===== src/rtl/swf_pkg.sv =====
// Shared types, constants and table generators for the wow/flutter delay.
package swf_pkg;

  // Shared multiply-accumulate datapath widths
  localparam int MUL_W = 21;
  localparam int ACC_W = 40;

  localparam logic [16:0] UNITY = 17'd65536;
  localparam logic [63:0] Q30_ONE = 64'd1073741824;
  localparam logic [63:0] HALF_PI_Q30 = 64'd1686629713;

  // Control of the shared multiply-accumulate unit
  typedef struct packed {
    logic en;
    logic clr;
  } mac_ctl_t;

  // Configuration register indexes
  typedef enum logic [2:0] {
    REG_ENABLE     = 3'd0,
    REG_WOW_STEP   = 3'd1,
    REG_FLUT_STEP  = 3'd2,
    REG_WOW_DEPTH  = 3'd3,
    REG_FLUT_DEPTH = 3'd4,
    REG_SAT        = 3'd5,
    REG_WET        = 3'd6
  } cfg_reg_t;

  // Unsigned quotient by restoring shift and subtract, for table building
  function automatic logic [63:0] udiv64(input logic [63:0] n, input logic [63:0] d);
    logic [63:0] q;
    logic [63:0] r;
    int b;
    q = '0;
    r = '0;
    for (b = 63; b >= 0; b--) begin
      r = {r[62:0], n[b]};
      if (r >= d) begin
        r = r - d;
        q[b] = 1'b1;
      end
    end
    return q;
  endfunction

  // Quarter-wave sine entry in Q15, built from a Taylor series in Q30
  function automatic logic [15:0] sine_entry(input logic [63:0] k, input int qbits);
    logic [63:0] x;
    logic [63:0] x2;
    logic [63:0] t;
    logic [63:0] s;
    x  = (k * HALF_PI_Q30) >> qbits;
    x2 = (x * x) >> 30;
    t  = Q30_ONE - udiv64(x2, 64'd72);
    t  = Q30_ONE - udiv64((x2 * t) >> 30, 64'd42);
    t  = Q30_ONE - udiv64((x2 * t) >> 30, 64'd20);
    t  = Q30_ONE - udiv64((x2 * t) >> 30, 64'd6);
    s  = (((x * t) >> 30) + 64'd16384) >> 15;
    return (s > 64'd32767) ? 16'd32767 : s[15:0];
  endfunction

  // tanh(8k/N) in Q15 from an exp series and repeated squaring
  function automatic logic [15:0] tanh_entry(input logic [63:0] k, input int tbits);
    logic [63:0] v;
    logic [63:0] e;
    logic [63:0] den;
    logic [63:0] num;
    logic [63:0] t;
    int i;
    v = (k << (34 - tbits)) >> 5;
    e = Q30_ONE - udiv64((v * Q30_ONE) >> 30, 64'd6);
    e = Q30_ONE - udiv64((v * e) >> 30, 64'd5);
    e = Q30_ONE - (((v * e) >> 30) >> 2);
    e = Q30_ONE - udiv64((v * e) >> 30, 64'd3);
    e = Q30_ONE - (((v * e) >> 30) >> 1);
    e = Q30_ONE - ((v * e) >> 30);
    for (i = 0; i < 5; i++) begin
      e = (e * e) >> 30;
    end
    den = Q30_ONE + e;
    num = (Q30_ONE - e) * 64'd32768;
    t = udiv64(num + (den >> 1), den);
    return (t > 64'd32767) ? 16'd32767 : t[15:0];
  endfunction

endpackage


===== src/rtl/swf_mac.sv =====
// Shared signed multiply-accumulate unit used by every multiply-accumulate step.
module swf_mac (
  input  logic                                   clk,
  input  swf_pkg::mac_ctl_t                      ctl,
  input  logic signed [swf_pkg::ACC_W-1:0]       init,
  input  logic signed [swf_pkg::MUL_W-1:0]       a,
  input  logic signed [swf_pkg::MUL_W-1:0]       b,
  output logic signed [swf_pkg::ACC_W-1:0]       acc
);

  logic signed [2*swf_pkg::MUL_W-1:0] prod;
  logic signed [swf_pkg::ACC_W-1:0]   base;

  assign prod = a * b;
  assign base = ctl.clr ? init : acc;

  // Load or accumulate one product per step
  always_ff @(posedge clk) begin
    if (ctl.en) begin
      acc <= base + $signed(prod[swf_pkg::ACC_W-1:0]);
    end
  end

endmodule


===== config.mk =====
export PLATFORM = sky130hd
export DESIGN_NAME = swf_mac
export DESIGN_NICKNAME = d
export VERILOG_FILES = /design/src/rtl/swf_pkg.sv /design/src/rtl/swf_mac.sv
export SDC_FILE = /design/constraint.sdc
export NUM_CORES = 1
export LEC_CHECK = 0
export BUFFER_PORTS_ARGS = -buffer_cell sky130_fd_sc_hd__buf_4
export CORE_MARGIN = 2
export CORE_UTILIZATION = 52
export DETAILED_ROUTE_END_ITERATION = 8
export PLACE_DENSITY = 0.81
export SLEW_MARGIN = 25
export SYNTH_ARGS = -nofsm -noshare
export SYNTH_HDL_FRONTEND = slang
export SYNTH_SLANG_ARGS = --single-unit

===== constraint.sdc =====
create_clock -name clk -period 8.8 [get_ports clk]
set_input_delay 0.88 -clock clk [delete_from_list [all_inputs] [get_ports clk]]
set_output_delay 0.88 -clock clk [all_outputs]
set_load 0.01 [all_outputs]

---- Yosys cells after proc, flatten, opt, wreduce, memory -nomap -nowiden ----
Index checks and enable logic that the tools add are counted.
storage, ports and cells
  register bits ........................... 40
  bits of input ports ..................... 85
  output and inout port bits .............. 40
  word-level logic and storage cells ...... 4
cells by class
  $add $sub $neg .......................... 1
  $mul .................................... 1
  mux-type cells .......................... 1
operators with widths
  cell            number
  $add 40x40->40  1
  $mul 21x21->40  1
  $mux 40         1

---- Logic depth before layout (Yosys ltp) ----
Gate-level depths: netlist of the first run.
  word-level depth ........................ 2
  depth in mapped cells ................... 25
  mapped depth without buffers ............ 23

---- Worst setup path before layout of the first run ----
No wires, ideal clock.
  kind .................................... input -> register
  start point ............................. in a[20] (netlist name)
  end point ............................... reg acc[37] (netlist name), data pin
  library setup time ...................... 269 ps
  arrival time ............................ 7462 ps
  required time ........................... 8531 ps
  slack ................................... 1069 ps
  stages on the path ...................... 24
  buffers on the path ..................... 2
  cells stage by stage .................... clkbuf_1 > clkbuf_1 > nand2_1 > inv_1 > fa_1 > fa_1 > inv_1 > fa_1 > inv_1 > fa_1 > fa_1 > fa_1 > inv_1 > fa_1 > inv_1 > ha_1 > a21o_1 > a2111o_1 > a211oi_2 > nand3_2 > a2111oi_4 > o31ai_1 > a211oi_1 > nor3_1
on the way
  cells in the longest elaborated chain, start to end .. 2
RTL lines
  item                  RTL line       source
  start, declared       swf_mac.sv:6   input logic signed [swf_pkg::MUL_W-1:0] a,
  $mul 21x21->40        swf_mac.sv:14  assign prod = a * b;
  $add 40x40->40        swf_mac.sv:20  acc <= base + $signed(prod[swf_pkg::ACC_W-1:0]);
  end signal, assigned  swf_mac.sv:20
  end, declared         swf_mac.sv:8   output logic signed [swf_pkg::ACC_W-1:0] acc
Every way passes these cells.
A chain may end at the register's enable or synchronous reset.

---- Final worst setup path of the first run ----
  start point ............................. in b[0] (netlist name)
  end point ............................... reg acc[39] (netlist name), data pin
on the way
  cells in the longest elaborated chain, start to end .. 2
RTL lines
  item             RTL line       source
  start, declared  swf_mac.sv:7   input logic signed [swf_pkg::MUL_W-1:0] b,
  $mul 21x21->40   swf_mac.sv:14
  $add 40x40->40   swf_mac.sv:20
Every way passes these cells.

==> results of run 1 <==
==> final timing paths <==
path / from / slack (ns) / end
hold reg to reg: acc[0]$_DFFE_PP_ / 0.71 / acc[0]$_DFFE_PP_
hold / removal: acc[0]$_DFFE_PP_ / 0.71 / acc[0]$_DFFE_PP_
setup / recovery: b[0] / 1.01 / acc[39]$_DFFE_PP_
setup reg to reg: acc[16]$_DFFE_PP_ / 1.98 / acc[37]$_DFFE_PP_
==> cell type report <==
type                            count  area (um^2)  area share (%)
Antenna cell                        1         2.50          0.0121
Clock buffer                        5          125           0.607
Clock inverter                      3         42.5           0.206
Inverter                          559         2100            10.2
Multi-Input combinational cell   1339        15600            75.6
Sequential cell                    40         1200            5.82
Tap cell                          468          586            2.84
Timing Repair Buffer              131          983            4.77
==> cell families after synthesis <==
family                     after synthesis
and+or+nand+nor                        523
xor gates and xnor gates                47
muxes                                   40
DFF                                     40
AOI/OAI and AO/OA                      111
adders and majority gates              618
buffers and inverters                  649
==> layer usage <==
| metal | vias up | GRT usage [%] | wire (um) |
|---|---|---|---|
| met3 | 138 | 5.17 | 3900 |
| li1 | 5956 | - | - |
| met1 | 7075 | 34.6 | 18700 |
| met4 | 0 | 12.0 | 2180 |
| met2 | 588 | 45.9 | 23900 |
| met5 | - | 0 | 0 |
==> worst register-to-register path, cell delays in order, from the launching register on <==
cell and delay [ns]:
edfxtp_1 0.40, mux2_2 0.33, fa_1 0.54, inv_1 0.06
fa_1 0.53, inv_1 0.05, fa_1 0.48, fa_1 0.53
fa_1 0.49, inv_1 0.05, fa_1 0.48, inv_1 0.04
ha_1 0.36, a21oi_1 0.35, o221ai_1 0.35, a211oi_2 0.32
nand3_2 0.16, a2111oi_4 0.52, o31ai_1 0.15, a211oi_1 0.27
nor3_1 0.07
==> cell usage in the layout, fill, tap and decap left out, types with 3 or more instances in the layout <==
master     instances
a211oi_1          12
a21o_1             9
a21oi_1           32
and2_1           201
and3_1             3
buf_4            131
clkbuf_16          5
edfxtp_1          40
fa_1             488
ha_1             130
inv_1            559
mux2_2            21
mux2i_1           19
nand2_1          241
nand2b_1          11
nand3_1            6
nand4_1            3
nor2_1            34
nor2b_1            7
nor3_1             6
o211ai_1           5
o21a_1             6
o21ai_0           19
o21bai_1           3
o31ai_1            4
or3_1              3
xnor2_1           38
xor2_1             9
==> synthesized netlist by cell type (3+ instances only) <==
library cell / count
a211oi_1: 12
a21o_1: 9
a21oi_1: 32
and2_1: 201
and3_1: 3
buf_1: 8
clkbuf_1: 80
edfxtp_1: 40
fa_1: 488
ha_1: 130
inv_1: 559
mux2_2: 21
mux2i_1: 19
nand2_1: 241
nand2b_1: 11
nand3_1: 6
nand4_1: 3
nor2_1: 34
nor2b_1: 7
nor3_1: 6
o211ai_1: 5
o21a_1: 6
o21ai_0: 19
o21bai_1: 3
o31ai_1: 4
or3_1: 3
xnor2_1: 38
xor2_1: 9
==> metrics by stage <==
| step | utilization (%) | hold WS [ns] | cell area (um^2) |
|---|---|---|---|
| 2_1_floorplan | - | 0.735 | 19200 |
| 3_5_place_dp | 56.0 | 0.701 | 20500 |
| 6_report | 56.5 | 0.706 | 20600 |
| 4_1_cts | 56.5 | 0.717 | 20600 |
| 3_3_place_gp | 56.0 | 0.689 | 20500 |
| 5_1_grt | 56.5 | 0.755 | 20600 |
==> flow_metrics.tcl, run 1 <==
set metrics [dict create \
    detailed_place_hpwl_mm 39.7 \
    synthSimpleGateAreaFrac_pct 13.5 \
    cp_data_arrival_time_ns 7.87 \
    crit_path_top_delay_cell "fa_1" \
    cts_htree_levels 2 \
    finalWeightedCongestion 0.920 \
    dp_slack_ns 0.712 \
    core_area_um2 36500 \
    synth-async-reset-ratio_pct 0 \
    ys_types 53 \
    vias_per_cell 5.40 \
    synth_fp_nets 2731 \
    numClockSinks 40 \
    cts.path.max_buffers 2 \
    maxSlewHeadroom_pct 49.2 \
    die-height_um 196 \
    fin_setup_tns_ns 0 \
    areaGrowthSynthToFinish_pct 7.27 \
    final_ws_setup_ns 1.01 \
    number_of_flip_flops_under_the_largest_register_name 40 \
    cts_made_buffers 5 \
    grt_usage_pct 27.3 \
    route.vias.total 13800 \
    path_cells "buf_4, nand2_1, inv_1, fa_1, buf_4, fa_1, inv_1, fa_1, inv_1, fa_1, fa_1, fa_1, inv_1, fa_1, inv_1, ha_1, nand2_1, or3_1, or3_1, nand3_2, a2111oi_4, nor4_2, o211a_1, nor3_2" \
    number_of_buffers_inserted_by_hold_repair_at_cts 0 \
    slowest_delay_ns 0.71 \
    filler_cell_count 2997 \
    final_hold_viol_count 0 \
    cell_seen_most_often_among_critical_path_stages "fa_1" \
    registers.top_by_ff_count "acc" \
    crit_buf_inv 7 \
    setup_viol 0 \
    combinational_family_with_the_most_area_after_synthesis "adder cells" \
    ys_ff_latch 40 \
    critical_path_peak_fanout 21 \
    syn_area_per_cell_um2 9.48 \
    yosys-mux-area-fraction_pct 2.22 \
    grt_overflow 0 \
    cell_count_final_fillers_out 2546 \
    worst-path-stages 24 \
    synth-compound-area-share_pct 3.99 \
    cap_violations 0 \
    synth.largest_area_cell "fa_1" \
    initial_core_util_pct 52.6 \
    outcome "complete, no violations" \
    routed_wl_mm 48.6 \
    design.final.nets 2779 \
    ys.flop_type "edfxtp_1" \
    rsz_0062_raised_after_global_routing "false" \
    synthXorXnorAreaFrac_pct 2.14 \
    ys_seq_area_share_pct 6.25 \
    dp.cells 2537 \
    antenna_violations_before_repair 0 \
    clock_latency_ns 0.35 \
    first_global_vias 15600 \
    worst_path_dominant_cell_family "adder cells" \
    tightestPinTransition_ns 0.762 \
    timing_limited_maximum_frequency_mhz 128 \
    number_of_enable_type_register_cells_in_the_synthesized_netlist 40 \
    holdCritPathClass "register to register" \
    netlist_area_um2 19200 \
    setup.worst_path.start_class "input pin" \
    port-buffer-count 124 \
    detail-route-antenna-nets 0 \
    initialDrtViolationCount 1108 \
    timing_max_transition_violations_final 0 \
    grt_start_max_net_pins 41 \
    grt_pass1_wl_mm 80.7 \
    avgRoutedWirePerCell_um 19.1 \
    drt_pre_antenna_iters 6 \
    std_cell_rows 70 \
    floorplan.die_area_um2 38500 \
    period_minus_slack_ns 7.79 \
    leading_registers_by_flop_count "acc (40)" \
    finalCritPeriodShare_pct 88.5 \
    final_layout_size_suffix_gt1_share_pct 8.04 \
    worst_setup_path_end_kind "register" \
    synth_top_cell_area_share_pct 50.8 \
    drc_errors 0 \
    tritoncts "built" \
    yosys-top-cells-area "fa_1 51%, inv_1 11%, ha_1 8.5%, and2_1 6.5%, edfxtp_1 6.2%" \
    fin_skew_ns 0.0180 \
    clkTransAtPathRegs_ns 0.07 \
    post_cts_setup_buffer_count 0 \
    critical_path_required_ns 8.88 \
    ios 125 \
    reg2reg_depth 20 \
    post_cts_resized 0 \
    die_w_um 196 \
    critical_setup_path_kind "input pin to register" \
    hold-path-cell-count 2 \
    yosysWarnings 0 \
    synthAdderAreaFrac_pct 59.3 \
    cts_root_buffer "clkbuf_16" \
    netlist_instances 2028 \
]
Power of run 1 is not shown: default switching activity piles up to over one toggle a cycle in this logic, so the estimate is an artifact.
==> run 2: changes to the inputs <==
==> constraint.sdc (replaced) <==
create_clock -name clk -period 8.8 [get_ports clk]
set_input_delay 1.76 -clock clk [delete_from_list [all_inputs] [get_ports clk]]
set_output_delay 1.76 -clock clk [all_outputs]
set_load 0.01 [all_outputs]
==> run 2 against run 1 <==
Routed wire length fell by 0.96%. Fmax fell by 7.8%. Worst setup slack got worse by 0.66 ns. Non-clock buffer count rose by 20. Critical path depth fell by 1. Design area rose by 0.78%. Utilization rose by 0.44 points. Die area did not move. Largest cell class unchanged.
==> flow_metrics.tcl, run 2 (synthesis results as in run 1) <==
set metrics [dict create \
    filler_cell_count 3023 \
    leading_registers_by_flop_count "acc (40)" \
    port-buffer-count 124 \
    post_cts_resized 0 \
    fin_skew_ns 0.0105 \
    crit-reg2reg-launch "acc[15]$_DFFE_PP_" \
    antenna_violations_before_repair 0 \
    timing_limited_maximum_frequency_mhz 118 \
    tritoncts "built" \
    critical_setup_path_kind "input pin to register" \
    clkTransAtPathRegs_ns 0.07 \
    crit_path_top_delay_cell "fa_1" \
    areaGrowthSynthToFinish_pct 8.11 \
    cts_root_buffer "clkbuf_16" \
    fin_setup_tns_ns 0 \
    worst_hold_slack_ns 0.731 \
    floorplan.die_area_um2 38500 \
    cts_made_buffers 5 \
    first_global_vias 15700 \
    detail-route-antenna-nets 0 \
    tightestPinTransition_ns 0.795 \
    initial_core_util_pct 52.6 \
    detailed_place_hpwl_mm 39.9 \
    rsz_0062_raised_after_global_routing "false" \
    registers.top_by_ff_count "acc" \
    numClockSinks 40 \
    worst_setup_path_startpoint "a[20]" \
    finalCritPeriodShare_pct 96.0 \
    period_minus_slack_ns 8.45 \
    routed_wl_mm 48.2 \
    cp_data_arrival_time_ns 8.53 \
    worst_setup_path_end_kind "register" \
    crit_end "acc[39]$_DFFE_PP_" \
    route.vias.total 13800 \
    r2r_end "acc[38]$_DFFE_PP_" \
    post_cts_setup_buffer_count 0 \
    cap_violations 0 \
    vias_per_cell 5.40 \
    cts.path.max_buffers 2 \
    die_w_um 196 \
    dp.cells 2557 \
    final_layout_size_suffix_gt1_share_pct 8.92 \
    worst-r2r-setup-slack_ns 2.03 \
    critical_path_peak_fanout 8 \
    setup_viol 0 \
    antenna_cells_inserted 0 \
    ios 125 \
    cts_htree_levels 2 \
    final_hold_viol_count 0 \
    drt_pre_antenna_iters 5 \
    outcome "complete, no violations" \
    most-common-layout-cells "559 x inv_1, 488 x fa_1, 241 x nand2_1" \
    layout_commonest_cell "inv_1" \
    design.final.nets 2799 \
    number_of_buffers_inserted_by_hold_repair_at_cts 0 \
    timing_max_transition_violations_final 0 \
    initialDrtViolationCount 869 \
    cell_count_final_fillers_out 2565 \
    avgRoutedWirePerCell_um 18.8 \
    reg2reg_depth 22 \
    core_area_um2 36500 \
    path_cells "buf_4, nand2_1, inv_1, fa_1, fa_1, inv_1, fa_1, inv_1, fa_1, fa_1, fa_1, inv_1, fa_1, inv_1, ha_1, a21o_1, a2111o_1, a211oi_2, nand3_2, a2111oi_4, nor4_2, nor3_1, nor3_2" \
    cell_seen_most_often_among_critical_path_stages "fa_1" \
    grt_usage_pct 27.1 \
    grt_start_max_net_pins 41 \
    clock_latency_ns 0.33 \
    critical_path_required_ns 8.88 \
    number_of_flip_flops_under_the_largest_register_name 40 \
    grt_overflow 0 \
    end_of_flow_core_utilization_pct 56.9 \
    slowest_delay_ns 0.67 \
    grt_pass1_wl_mm 80.6 \
    maxSlewHeadroom_pct 46.6 \
    finalWeightedCongestion 0.889 \
    setup.worst_path.start_class "input pin" \
    drc_errors 0 \
    die-height_um 196 \
    holdCritPathClass "register to register" \
    std_cell_rows 70 \
]
run 2: changes by cell type in the layout (fill, tap and decap cells not counted), sizes merged:
cell	delta
buf	+20
diode	-1
run 2: routing by layer:
| layer | up-vias | share of wire, % | routed length [um] | track usage, % |
|---|---|---|---|---|
| met1 | 7090 | 38 | 18400 | 34.5 |
| met5 | - | 0 | 0 | 0 |
| li1 | 6001 | - | - | - |
| met3 | 140 | 7.0 | 3360 | 4.42 |
| met4 | 0 | 4.5 | 2170 | 11.9 |
| met2 | 608 | 50 | 24300 | 46.0 |
run 2: worst min-delay path by stage:
stage	startpoint	endpoint	slack, ns	cells after the start
floorplan	acc[0]$_DFFE_PP_	acc[0]$_DFFE_PP_	0.74	2
global placement	acc[0]$_DFFE_PP_	acc[0]$_DFFE_PP_	0.69	2
detailed placement	acc[0]$_DFFE_PP_	acc[0]$_DFFE_PP_	0.72	2
CTS	acc[0]$_DFFE_PP_	acc[0]$_DFFE_PP_	0.74	2
global route	acc[0]$_DFFE_PP_	acc[0]$_DFFE_PP_	0.78	2
finish	acc[0]$_DFFE_PP_	acc[0]$_DFFE_PP_	0.73	2
run 2: cell type report:
type	instances	area, um^2	area share [%]
Clock buffer	5	125	0.602
Clock inverter	3	42.5	0.205
Inverter	559	2100	10.1
Multi-Input combinational cell	1339	15600	75.0
Sequential cell	40	1200	5.78
Tap cell	468	586	2.82
Timing Repair Buffer	151	1150	5.51
run 2: through the flow:
step,setup WS [ns],area (um^2)
floorplan,0.189,19200
global placement,0.145,20600
detailed placement,-0.0246,20600
CTS,0.328,20800
global route,0.0443,20800
finish,0.351,20800
run 2: worst max-delay path: cells and delay by family:
kind / cells / cell delay, ns
buffers and inverters: 6 / 0.44
AO/OA/AOI/OAI: 4 / 1.54
adder cells (fa/ha/maj): 8 / 4.03
AND/OR/NAND/NOR: 5 / 0.75
Power of run 2 is left out for the same reason.
